===== src/rtl/core/histogram_gaussian_fit_assert.svh =====
// ----------------------------------------------------------------------------
// Histogram fit assertion macros
// Shared property forms for the checks at the end of the histogram fit block.
// ----------------------------------------------------------------------------
`ifndef HISTOGRAM_GAUSSIAN_FIT_ASSERT_SVH
`define HISTOGRAM_GAUSSIAN_FIT_ASSERT_SVH

// The consequent must hold in the same cycle as the antecedent.
`define HGF_ASSERT_SAME(lbl, clk, rst, ante, cons) \
   lbl: assert property (@(posedge clk) disable iff (rst) (ante) |-> (cons)) \
      else $error("histogram fit check failed");

// The consequent must hold in the cycle after the antecedent.
`define HGF_ASSERT_NEXT(lbl, clk, rst, ante, cons) \
   lbl: assert property (@(posedge clk) disable iff (rst) (ante) |=> (cons)) \
      else $error("histogram fit check failed");

`endif


===== src/rtl/core/hgf_pkg.sv =====
`timescale 1ns / 1ps
// ----------------------------------------------------------------------------
// Histogram fit package
// Beat types, register indexes, reset values and sequencer states.
// ----------------------------------------------------------------------------
package hgf_pkg;

   localparam int DEFAULT_NUM_BINS = 21;
   localparam int VAL_W = 17;
   localparam int WID_W = 16;
   localparam int CNT_W = 17;
   localparam int CSR_IDX_W = 2;

   localparam logic [CNT_W-1:0] CNT_MAX = 17'h1FFFF;
   localparam logic [VAL_W-1:0] OUT_MAX = 17'h1FFFF;

   localparam logic [CSR_IDX_W-1:0] CSR_BIN_START = 2'd0;
   localparam logic [CSR_IDX_W-1:0] CSR_BIN_WIDTH = 2'd1;

   localparam logic [VAL_W-1:0] BIN_START_RESET = 17'd52429;
   localparam logic [WID_W-1:0] BIN_WIDTH_RESET = 16'd655;

   typedef struct packed {
      logic [VAL_W-1:0] intensity;
      logic             last_item;
   } hgf_req_type;

   typedef struct packed {
      logic [VAL_W-1:0] mean_value;
      logic [VAL_W-1:0] std_dev;
      logic [VAL_W-1:0] binned_count;
      logic             empty_set;
   } hgf_rsp_type;

   typedef enum logic [3:0] {
      S_IDLE,
      S_BIN,
      S_SUM_MUL,
      S_SUM_ACC,
      S_DIV_MEAN,
      S_DEV_DIFF,
      S_DEV_SQ,
      S_DEV_LO,
      S_DEV_HI,
      S_DEV_ACC,
      S_DIV_VAR,
      S_SQRT,
      S_DONE
   } hgf_state_type;

endpackage


===== src/rtl/core/histogram_gaussian_fit.sv =====
`timescale 1ns / 1ps
// Binning: after its accept beat an item walks the bins in order, one bin per cycle, until it
// hits one or passes the last. A last item then runs the fit: the weighted sums, the mean divide,
// the deviation sums, the variance divide and the integer square root, in that order.
// One item in flight: req_ready is high only in idle; one shared multiplier and divider serve the fit.
// Reset: synchronous, clears the bins, the sequencer and the result beat, and loads the
// default bin start (0.80) and bin width (0.01).
// ----------------------------------------------------------------------------
// Histogram mean and standard deviation
// Bins a stream of Q1.16 intensities and, on the last beat of a set, emits the
// count-weighted mean of the bin lower edges, the deviation and the count.
// ----------------------------------------------------------------------------
`include "histogram_gaussian_fit_assert.svh"

module histogram_gaussian_fit
   import hgf_pkg::*;
#(
   parameter int NUM_BINS = DEFAULT_NUM_BINS
) (
   input  logic                 clock,
   input  logic                 reset,
   input  logic                 req_valid,
   output logic                 req_ready,
   input  hgf_req_type          req_payload,
   output logic                 rsp_valid,
   input  logic                 rsp_ready,
   output hgf_rsp_type          rsp_payload,
   input  logic                 csr_we,
   input  logic [CSR_IDX_W-1:0] csr_idx,
   input  logic [VAL_W-1:0]     csr_wdata
);

   // Bin index width and the width that holds the largest edge, start + NUM_BINS*width.
   localparam int IDX_W  = $clog2(NUM_BINS);
   localparam int EDGE_W = WID_W + $clog2(NUM_BINS + 2);
   // The count total, the product width of the shared multiplier and the accumulator,
   // which holds the sum of count times squared distance over all bins.
   localparam int N_W    = CNT_W + $clog2(NUM_BINS);
   localparam int PROD_W = 2 * EDGE_W;
   localparam int SUM_W  = PROD_W + CNT_W + $clog2(NUM_BINS);
   localparam int SQ_W   = SUM_W + (SUM_W % 2);
   localparam int STEP_W = $clog2(SUM_W + 1);

   localparam logic [IDX_W-1:0]  LAST_IDX  = IDX_W'(NUM_BINS - 1);
   localparam logic [STEP_W-1:0] DIV_LAST  = STEP_W'(SUM_W - 1);
   localparam logic [STEP_W-1:0] SQRT_LAST = STEP_W'(SQ_W / 2 - 1);

   hgf_state_type state_ff, state_in;

   // Configuration registers.
   logic [VAL_W-1:0] bin_start_ff, bin_start_in;
   logic [WID_W-1:0] bin_width_ff, bin_width_in;

   // Histogram counters, one per bin.
   logic [CNT_W-1:0] cnt_ff [NUM_BINS];
   logic [CNT_W-1:0] cnt_in [NUM_BINS];

   logic rsp_valid_ff, rsp_valid_in;
   hgf_rsp_type rsp_data_ff, rsp_data_in;

   // Datapath registers of the sequencer.
   logic [VAL_W-1:0]  x_ff, x_in;
   logic              last_ff, last_in;
   logic [IDX_W-1:0]  idx_ff, idx_in;
   logic [EDGE_W-1:0] edge_ff, edge_in;
   logic [SUM_W-1:0]  acc_ff, acc_in;
   logic [N_W-1:0]    n_ff, n_in;
   logic [EDGE_W-1:0] mu_ff, mu_in;
   logic [EDGE_W-1:0] d_ff, d_in;
   logic [PROD_W-1:0] dd_ff, dd_in;
   logic [PROD_W-1:0] mul_ff;
   logic [SUM_W-1:0]  num_ff, num_in;
   logic [N_W-1:0]    rem_ff, rem_in;
   logic [STEP_W-1:0] step_ff, step_in;
   logic [SQ_W-1:0]   sq_v_ff, sq_v_in;
   logic [SQ_W-1:0]   sq_res_ff, sq_res_in;
   logic [SQ_W-1:0]   sq_bit_ff, sq_bit_in;
   logic              empty_ff, empty_in;

   // Shared multiplier operands; the product is registered every cycle.
   logic [EDGE_W-1:0] mul_a, mul_b;

   // Combinational helpers.
   logic [EDGE_W-1:0] edge_next;
   logic [CNT_W-1:0]  cnt_sel;
   logic              bin_hit;
   logic [N_W:0]      div_trial;
   logic              div_ge;
   logic [N_W-1:0]    div_rem;
   logic [SUM_W-1:0]  div_num;
   logic [SQ_W-1:0]   sq_trial;
   logic              hold_free;

   assign req_ready   = (state_ff == S_IDLE);
   assign rsp_valid   = rsp_valid_ff;
   assign rsp_payload = rsp_data_ff;

   // Edges are walked by repeated addition of the bin width.
   assign edge_next = edge_ff + EDGE_W'(bin_width_ff);
   assign cnt_sel   = cnt_ff[idx_ff];
   assign bin_hit   = (EDGE_W'(x_ff) <= edge_next);

   // One restoring divide step: the partial remainder always stays below the count.
   assign div_trial = {rem_ff, num_ff[SUM_W-1]};
   assign div_ge    = (div_trial >= {1'b0, n_ff});
   assign div_rem   = div_ge ? N_W'(div_trial - {1'b0, n_ff}) : div_trial[N_W-1:0];
   assign div_num   = {num_ff[SUM_W-2:0], div_ge};

   // One digit of the integer square root.
   assign sq_trial  = sq_res_ff + sq_bit_ff;

   assign hold_free = !rsp_valid_ff || rsp_ready;

   always_ff @(posedge clock) begin
      if (reset) begin
         state_ff <= S_IDLE;
      end else begin
         state_ff <= state_in;
      end
   end

   always_comb begin
      state_in     = state_ff;
      bin_start_in = bin_start_ff;
      bin_width_in = bin_width_ff;
      cnt_in       = cnt_ff;
      rsp_valid_in = rsp_valid_ff && !rsp_ready;
      rsp_data_in  = rsp_data_ff;
      x_in         = x_ff;
      last_in      = last_ff;
      idx_in       = idx_ff;
      edge_in      = edge_ff;
      acc_in       = acc_ff;
      n_in         = n_ff;
      mu_in        = mu_ff;
      d_in         = d_ff;
      dd_in        = dd_ff;
      num_in       = num_ff;
      rem_in       = rem_ff;
      step_in      = step_ff;
      sq_v_in      = sq_v_ff;
      sq_res_in    = sq_res_ff;
      sq_bit_in    = sq_bit_ff;
      empty_in     = empty_ff;
      mul_a        = '0;
      mul_b        = '0;

      if (csr_we) begin
         unique case (csr_idx)
            CSR_BIN_START: bin_start_in = csr_wdata;
            CSR_BIN_WIDTH: bin_width_in = csr_wdata[WID_W-1:0];
            default: ;
         endcase
      end

      unique case (state_ff)
         S_IDLE: begin
            if (req_valid) begin
               x_in     = req_payload.intensity;
               last_in  = req_payload.last_item;
               idx_in   = '0;
               edge_in  = EDGE_W'(bin_start_ff);
               state_in = S_BIN;
            end
         end
         S_BIN: begin
            // Values above the last upper edge fall through and are dropped.
            if (bin_hit || idx_ff == LAST_IDX) begin
               if (bin_hit && cnt_sel < CNT_MAX) begin
                  cnt_in[idx_ff] = cnt_sel + 1'b1;
               end
               idx_in   = '0;
               edge_in  = EDGE_W'(bin_start_ff);
               acc_in   = '0;
               n_in     = '0;
               state_in = last_ff ? S_SUM_MUL : S_IDLE;
            end else begin
               idx_in  = idx_ff + 1'b1;
               edge_in = edge_next;
            end
         end
         S_SUM_MUL: begin
            mul_a    = edge_ff;
            mul_b    = EDGE_W'(cnt_sel);
            state_in = S_SUM_ACC;
         end
         S_SUM_ACC: begin
            acc_in = acc_ff + SUM_W'(mul_ff);
            n_in   = n_ff + N_W'(cnt_sel);
            if (idx_ff == LAST_IDX) begin
               num_in   = acc_ff + SUM_W'(mul_ff);
               rem_in   = '0;
               step_in  = '0;
               state_in = S_DIV_MEAN;
            end else begin
               idx_in   = idx_ff + 1'b1;
               edge_in  = edge_next;
               state_in = S_SUM_MUL;
            end
         end
         S_DIV_MEAN: begin
            if (n_ff == '0) begin
               empty_in = 1'b1;
               state_in = S_DONE;
            end else begin
               empty_in = 1'b0;
               num_in   = div_num;
               rem_in   = div_rem;
               step_in  = step_ff + 1'b1;
               if (step_ff == DIV_LAST) begin
                  mu_in    = div_num[EDGE_W-1:0];
                  idx_in   = '0;
                  edge_in  = EDGE_W'(bin_start_ff);
                  acc_in   = '0;
                  state_in = S_DEV_DIFF;
               end
            end
         end
         S_DEV_DIFF: begin
            d_in     = (edge_ff >= mu_ff) ? edge_ff - mu_ff : mu_ff - edge_ff;
            state_in = S_DEV_SQ;
         end
         S_DEV_SQ: begin
            mul_a    = d_ff;
            mul_b    = d_ff;
            state_in = S_DEV_LO;
         end
         S_DEV_LO: begin
            // The square is split in two halves so each product stays narrow.
            dd_in    = mul_ff;
            mul_a    = EDGE_W'(cnt_sel);
            mul_b    = mul_ff[EDGE_W-1:0];
            state_in = S_DEV_HI;
         end
         S_DEV_HI: begin
            mul_a    = EDGE_W'(cnt_sel);
            mul_b    = dd_ff[PROD_W-1:EDGE_W];
            acc_in   = acc_ff + SUM_W'(mul_ff);
            state_in = S_DEV_ACC;
         end
         S_DEV_ACC: begin
            acc_in = acc_ff + (SUM_W'(mul_ff) << EDGE_W);
            if (idx_ff == LAST_IDX) begin
               num_in   = acc_ff + (SUM_W'(mul_ff) << EDGE_W);
               rem_in   = '0;
               step_in  = '0;
               state_in = S_DIV_VAR;
            end else begin
               idx_in   = idx_ff + 1'b1;
               edge_in  = edge_next;
               state_in = S_DEV_DIFF;
            end
         end
         S_DIV_VAR: begin
            num_in  = div_num;
            rem_in  = div_rem;
            step_in = step_ff + 1'b1;
            if (step_ff == DIV_LAST) begin
               sq_v_in   = SQ_W'(div_num);
               sq_res_in = '0;
               sq_bit_in = SQ_W'(1) << (SQ_W - 2);
               step_in   = '0;
               state_in  = S_SQRT;
            end
         end
         S_SQRT: begin
            if (sq_v_ff >= sq_trial) begin
               sq_v_in   = sq_v_ff - sq_trial;
               sq_res_in = (sq_res_ff >> 1) + sq_bit_ff;
            end else begin
               sq_res_in = sq_res_ff >> 1;
            end
            sq_bit_in = sq_bit_ff >> 2;
            step_in   = step_ff + 1'b1;
            if (step_ff == SQRT_LAST) begin
               state_in = S_DONE;
            end
         end
         S_DONE: begin
            // The result waits here until the output register is free, then the
            // bins are cleared for the next set.
            if (hold_free) begin
               if (empty_ff) begin
                  rsp_data_in = '{mean_value: '0, std_dev: '0, binned_count: '0,
                                  empty_set: 1'b1};
               end else begin
                  rsp_data_in.mean_value   = (mu_ff > EDGE_W'(OUT_MAX)) ?
                                             OUT_MAX : mu_ff[VAL_W-1:0];
                  rsp_data_in.std_dev      = (sq_res_ff > SQ_W'(OUT_MAX)) ?
                                             OUT_MAX : sq_res_ff[VAL_W-1:0];
                  rsp_data_in.binned_count = (n_ff > N_W'(OUT_MAX)) ?
                                             OUT_MAX : n_ff[VAL_W-1:0];
                  rsp_data_in.empty_set    = 1'b0;
               end
               rsp_valid_in = 1'b1;
               for (int b = 0; b < NUM_BINS; b++) begin
                  cnt_in[b] = '0;
               end
               state_in = S_IDLE;
            end
         end
         default: begin
            state_in = S_IDLE;
         end
      endcase
   end

   // Control state and configuration.
   always_ff @(posedge clock) begin
      if (reset) begin
         bin_start_ff <= BIN_START_RESET;
         bin_width_ff <= BIN_WIDTH_RESET;
         rsp_valid_ff <= 1'b0;
         for (int b = 0; b < NUM_BINS; b++) begin
            cnt_ff[b] <= '0;
         end
      end else begin
         bin_start_ff <= bin_start_in;
         bin_width_ff <= bin_width_in;
         rsp_valid_ff <= rsp_valid_in;
         cnt_ff       <= cnt_in;
      end
   end

   // Payload and datapath registers.
   always_ff @(posedge clock) begin
      rsp_data_ff <= rsp_data_in;
      x_ff        <= x_in;
      last_ff     <= last_in;
      idx_ff      <= idx_in;
      edge_ff     <= edge_in;
      acc_ff      <= acc_in;
      n_ff        <= n_in;
      mu_ff       <= mu_in;
      d_ff        <= d_in;
      dd_ff       <= dd_in;
      mul_ff      <= mul_a * mul_b;
      num_ff      <= num_in;
      rem_ff      <= rem_in;
      step_ff     <= step_in;
      sq_v_ff     <= sq_v_in;
      sq_res_ff   <= sq_res_in;
      sq_bit_ff   <= sq_bit_in;
      empty_ff    <= empty_in;
   end

   // A result beat only ever appears straight out of the final sequencer state.
   `HGF_ASSERT_SAME(a_rsp_from_done, clock, reset, $rose(rsp_valid_ff), $past(state_ff) == S_DONE)
   // An empty set carries all-zero figures.
   `HGF_ASSERT_SAME(a_empty_zero, clock, reset, rsp_valid_ff && rsp_data_ff.empty_set, rsp_data_ff.mean_value == '0 && rsp_data_ff.std_dev == '0 && rsp_data_ff.binned_count == '0)
   // The first bin is clear and the sequencer is idle once a result has been issued.
   `HGF_ASSERT_NEXT(a_bins_cleared, clock, reset, state_ff == S_DONE && hold_free, cnt_ff[0] == '0 && state_ff == S_IDLE)

endmodule


===== config.mk =====
export PLATFORM = sky130hd
export DESIGN_NAME = histogram_gaussian_fit
export DESIGN_NICKNAME = d
export VERILOG_FILES = /design/src/rtl/core/hgf_pkg.sv /design/src/rtl/core/histogram_gaussian_fit.sv
export VERILOG_INCLUDE_DIRS = /design/src /design/src/rtl/core
export SDC_FILE = /design/constraint.sdc
export NUM_CORES = 2
export LEC_CHECK = 0
export BUFFER_PORTS_ARGS = -buffer_cell sky130_fd_sc_hd__buf_2
export CAP_MARGIN = 20
export CORE_MARGIN = 2
export CORE_UTILIZATION = 23
export DETAILED_ROUTE_END_ITERATION = 7
export GPL_ROUTABILITY_DRIVEN = 1
export PLACE_DENSITY = 0.47
export SYNTH_ARGS = -nofsm -noshare
export SYNTH_HDL_FRONTEND = slang
export SYNTH_SLANG_ARGS = --single-unit

===== constraint.sdc =====
create_clock -name clock -period 17.45 [get_ports clock]
set_clock_uncertainty 0.1 [all_clocks]
set_input_delay 0 -clock clock [delete_from_list [all_inputs] [get_ports clock]]
set_output_delay 0 -clock clock [all_outputs]
set_load 0.02 [all_outputs]

### After elaboration in Yosys (flattened, before gate mapping)

Cells that the tools add are included.

* bits of input ports: 42
* word-level logic and storage cells: 206
* flip-flop bits (word level): 989

* $add $sub $neg: 13
* reductions and logical operators: 36
* $lt $le $gt $ge: 10
* multiply operators: 1
* equal/unequal tests: 30
* multiplexer cells: 68
* bitwise logic cells: 2

Operators with widths (count)
* $mux 357: 3
* $pmux 357 s2: 1
* $mux 64: 10
* $pmux 64 s4: 2
* $pmux 64 s2: 3
* $bwmux 357: 1
* $pmux 21 s4: 2
* $mux 21: 6
* $mux 17: 6
* $mux 22: 4
* $bmux 17 s5: 1
* $demux 17 s5: 1
* $pmux 22 s3: 1
* $add 63x64->64: 1
* $add 64x42->64: 1
* $add 64x63->64: 1
* $add 64x64->64: 1
* $ge 64x64->1: 1
* $gt 64x17->1 const B: 1
* $sub 64x64->64: 1
* $pmux 21 s3: 1
* $pmux 4 s13: 1
* $pmux 22 s2: 1
* $mul 21x21->42: 1
* other kinds (51): 108

### Logic depth before layout (Yosys ltp)

* word-level depth: 9
* gate-level depth with buffers: 39
* depth with buffers taken out: 34

### Least setup slack after synthesis

OpenSTA, ideal clock, no wires.

* path kind: register to register
* from: register sq_res_ff[0]
* to: register sq_v_ff[0], enable pin
* buffers on the path: 3
* setup time: 0.583 ns
* stages on the path, launching flop included: 29
* clock period less this slack: 10.546 ns
* setup slack: 6.904 ns
* required time: 16.767 ns
* arrival: 9.862 ns
* cell sequence: edfxtp_1 ha_1 ha_1 a21o_1 a31oi_1 o31ai_1 a211o_1 a21bo_2 a31oi_1 o21ai_0 a31o_2 a21oi_1 nor2_1 o21ai_0 xor2_1 ha_1 clkbuf_1 nand4_1 nor3b_1 nor2b_1 a211oi_1 a21oi_1 o21ai_0 and3b_1 o21ai_0 o21ai_1 clkbuf_1 clkbuf_1 a21boi_0

* longest elaborated chain between the ends: 4

RTL lines
* start, declared: line histogram_gaussian_fit.sv:76 `logic [SQ_W-1:0] sq_res_ff, sq_res_in;`
* start signal, assigned: line histogram_gaussian_fit.sv:342 `sq_res_ff <= sq_res_in;`
* $add 64x64->64: line histogram_gaussian_fit.sv:110 `assign sq_trial = sq_res_ff + sq_bit_ff;`
* $ge 64x64->1: line histogram_gaussian_fit.sv:267 `if (sq_v_ff >= sq_trial) begin`
* $ne 2x2->1 (no source line)
* $reduce_and 3->1 (no source line)
* end signal, assigned: line histogram_gaussian_fit.sv:341 `sq_v_ff <= sq_v_in;`
* end, declared: line histogram_gaussian_fit.sv:75 `logic [SQ_W-1:0] sq_v_ff, sq_v_in;`

No other way between the ends.
A chain may end at the register's enable or synchronous reset.

### Worst setup path in the final report

* from: register idx_ff[1]
* to: register mul_ff[41]

* longest elaborated chain between the ends: 6

RTL lines
* start, declared: line histogram_gaussian_fit.sv:64 `logic [IDX_W-1:0] idx_ff, idx_in;`
* start signal, assigned: line histogram_gaussian_fit.sv:330 `idx_ff <= idx_in;`
* $not 5->6 (implied by the code) (*): line histogram_gaussian_fit.sv:100 `assign cnt_sel = cnt_ff[idx_ff];`
* $bmux 17 s5 (*): line histogram_gaussian_fit.sv:100
* $mux 17 (implied by the code) (*) (2 in a row): line histogram_gaussian_fit.sv:100
* $pmux 21 s4 or $pmux 21 s3 (tied branches): line histogram_gaussian_fit.sv:156 `unique case (state_ff)`
* $mul 21x21->42 (*): line histogram_gaussian_fit.sv:337 `mul_ff <= mul_a * mul_b;`
* end signal, assigned: line histogram_gaussian_fit.sv:337
* end, declared: line histogram_gaussian_fit.sv:71 `logic [PROD_W-1:0] mul_ff;`

Mark *: on every way between the ends. The rest lies on a longest branch, timed or not. The select of a mux whose other input is x is not followed.

==> qor.csv <==
metric;value;unit
outcome;finished clean;
drv_slew;0;
viasPerCell;4.893;
worstPathMaxFanout;59;
clk_latency;0.75;ns
cp-start-kind;flop;
reg2reg_to;mul_ff[41];
chipWidth;549.5;um
die_area;302000;um^2
layout_min_cycle_time;11.40;ns
post_cts_buffers;0;
finish.instance_area;78030;um^2
drive_above_1_share;8.463;%
gp_congestion;0.9327;
min_from;req_payload[4];
synth_area_leaders;edfxtp_1 22%, dfxtp_1 13%, fa_1 11%, ha_1 8.9%, a22o_1 4.7%;
cts.sinks;936;
portBuffers;95;
r2r_cells;33;
cts_htree_levels;3;
globalRouteOverflowTotal;0;
synth.top_cell.area_share;21.89;%
antenna_found_initial;8;
ys_types;88;
hold_class;input pin to flop;
grt_setup_unrepaired;false;
rrSetupSlack;6.05;ns
netlist_area;68440;um^2
seq_area_frac_synth;34.68;%
hold_viol_final;0;
slew_headroom;18.38;%
nets;8013;
cp_slowest_cell;buf_4;
final-setup-viol-count;0;
maxCapViolCount;0;
required;17.98;ns
cts_made_buffers;105;
final.setup.tns;0;ns
first_iter_violations;4661;
syn2layout_area_growth;14.01;%
grt_max_degree;95;
critPathTopFamily;adder cells;
async_flop_share;0;%
cts.path.max_buffers;3;
clock-root-buffer;clkbuf_16;
grt_pass1_wl;353600;um
first_pass_iters;6;
worstReg2RegStart;idx_ff[1];
synth_ff_type;edfxtp_1;
fmax;0.08773;GHz
io_pins;96;
fill_cells;31460;
peakVddDrop;0.07683;mV
vias;54560;
placed_area;73280;um^2
pwr_density_cell;76.59;nW/um^2
ys_seq_elements;936;
fp.coreArea;296500;um^2
min_path_cells;2;
timing.final.crit_share;65.33;%
initial_core_util;23.08;%
drt-total-wl;235400;um
slowest_delay;0.87;ns
critPathCaptureType;flop;
path_depth;33;
synth_top_area_cell;edfxtp_1;
worstSetupPathType;flop to flop;
syn_avg_cell_area;9.660;um^2
crit_top_cell;fa_1;
path_buf_inv;7;
synthesis.nets;7978;
wl_per_cell;21.11;um
grt_use_total;15.26;%
final_antenna_net_count;0;
worst_slew_pin_slew;1.224;ns
cts.clk_slew.worst_paths;0.07;ns
synth-edff-count;499;
whs_endpoint;x_ff[3];
grt_pass1_vias;54450;
power_leakage;31.84;nW
cts_tree;built;
arrival;11.93;ns
num_rows;200;
hpwl;173100;um
ys_warn_count;0;
drc;0;
dieHeight;549.5;um
synth_cells;7085;
[report_power, final]
part,internal (W),switching [W]
clock,0.00137,0.00105
sequential,0.00241,0.0000915
combinational,0.000351,0.000707
total,0.00413,0.00185
[layout by cell type (no fill, tap or decap), drive strengths merged, types with 96 or more instances in the layout]
cell type and instances:
nand2 840, inv 606, nor2 507, edfxtp 499, ha 485, dfxtp 437
a21oi 405, fa 366, a22o 364, o21ai 353, buf 192, xnor2 190
a21o 176, xor2 170, clkbuf 133, nand3 108, a31oi 96
[Yosys cell counts (50+ instances only)]
cell / n
a211oi_1: 58
a21o_1: 176
a21oi_1: 405
a22o_1: 364
a22oi_1: 93
a31oi_1: 96
and2_1: 78
and3_1: 50
clkbuf_1: 281
dfxtp_1: 437
edfxtp_1: 499
fa_1: 366
ha_1: 485
inv_1: 590
mux4_2: 85
nand2_1: 819
nand3_1: 98
nand4_1: 63
nor2_1: 488
nor2b_1: 59
nor3_1: 72
o211ai_1: 53
o21ai_0: 348
o21bai_1: 58
xnor2_1: 190
xor2_1: 170
[worst register-to-register path, delay by kind of cell, from the launching register on]
family          cells  cell delay (ns)
fa+ha+maj           8             3.67
compound gates     12             3.54
buf+inv             7             1.68
simple gates        4             1.36
mux                 1             0.51
flops               1             0.32
xor+xnor            1             0.09
[per-stage QoR]
stage               utilization (%)  cells  total power, W  setup slack (ns)  hold WS [ns]
floorplan                         -   7085        0.003216             6.904     -0.001131
global placement              24.66  10840        0.003560             6.201       0.07725
detailed placement            24.71  10850        0.003569             6.295       0.07817
CTS                           26.26  11140        0.006013             6.218       0.06551
global route                  26.31  11150        0.006203             5.448       0.08498
finish                        26.31  11150        0.005976             6.051        0.1562
[timing repair]
| item | in CTS | in global routing |
|---|---|---|
| gates resized for setup | 0 | 0 |
| hold buffers | 93 | 0 |
| endpoints found under the hold margin | 74 | 0 |
[worst max path at each step]
stage | start | to | slack (ns)
floorplan | sq_res_ff[0] | sq_v_ff[0] | 6.90
global placement | idx_ff[1] | mul_ff[41] | 6.20
detailed placement | idx_ff[1] | mul_ff[41] | 6.29
CTS | idx_ff[1] | mul_ff[41] | 6.22
global route | idx_ff[1] | mul_ff[41] | 5.45
finish | idx_ff[1] | mul_ff[41] | 6.05
[sequential cells by signal (all words and copies together), names as in the netlist, 7 cells and up]
signal / flops
bin_width_ff: 16
num_ff: 64
step_ff: 7
rsp_payload: 52
dd_ff: 21
sq_bit_ff: 32
cnt_ff: 357
mul_ff: 42
x_ff: 17
n_ff: 22
sq_res_ff: 64
edge_ff: 21
bin_start_ff: 17
d_ff: 21
acc_ff: 64
sq_v_ff: 64
mu_ff: 21
rem_ff: 22
[layer usage]
| metal | track usage, % | vias up | routed length (um) | part of all wire (%) |
|---|---|---|---|---|
| met3 | 2.315 | 259 | 14810 | 6.3 |
| li1 | - | 25410 | - | - |
| met5 | 0 | - | 0 | 0 |
| met1 | 21.73 | 27260 | 110900 | 47 |
| met2 | 23.97 | 1630 | 103800 | 44 |
| met4 | 3.846 | 0 | 5857 | 2.5 |
[cell families (layout without fill, tap and decap cells)]
group / after synthesis / after routing / synth area share (%)
simple gates: 1953 / 1953 / 13.12
mux: 119 / 119 / 3.300
buf+inv: 952 / 1075 / 5.581
xor+xnor: 360 / 360 / 4.607
compound gates: 1914 / 1914 / 19.15
fa+ha+maj: 851 / 851 / 19.57
other cells: 0 / 4 / 0
flops: 936 / 936 / 34.68
[area by class of cell]
type	count	area [um^2]	share of cell area (%)
antenna	4	10.01	0.01283
timing repair buffer	286	2300	2.947
multi-input combinational	5197	41160	52.75
inverter	594	2235	2.864
clock inverter	63	711.9	0.9124
sequential	936	23730	30.41
clock buffer	132	2953	3.784
tap	3939	4928	6.316
(Power assumes the default switching activity.)
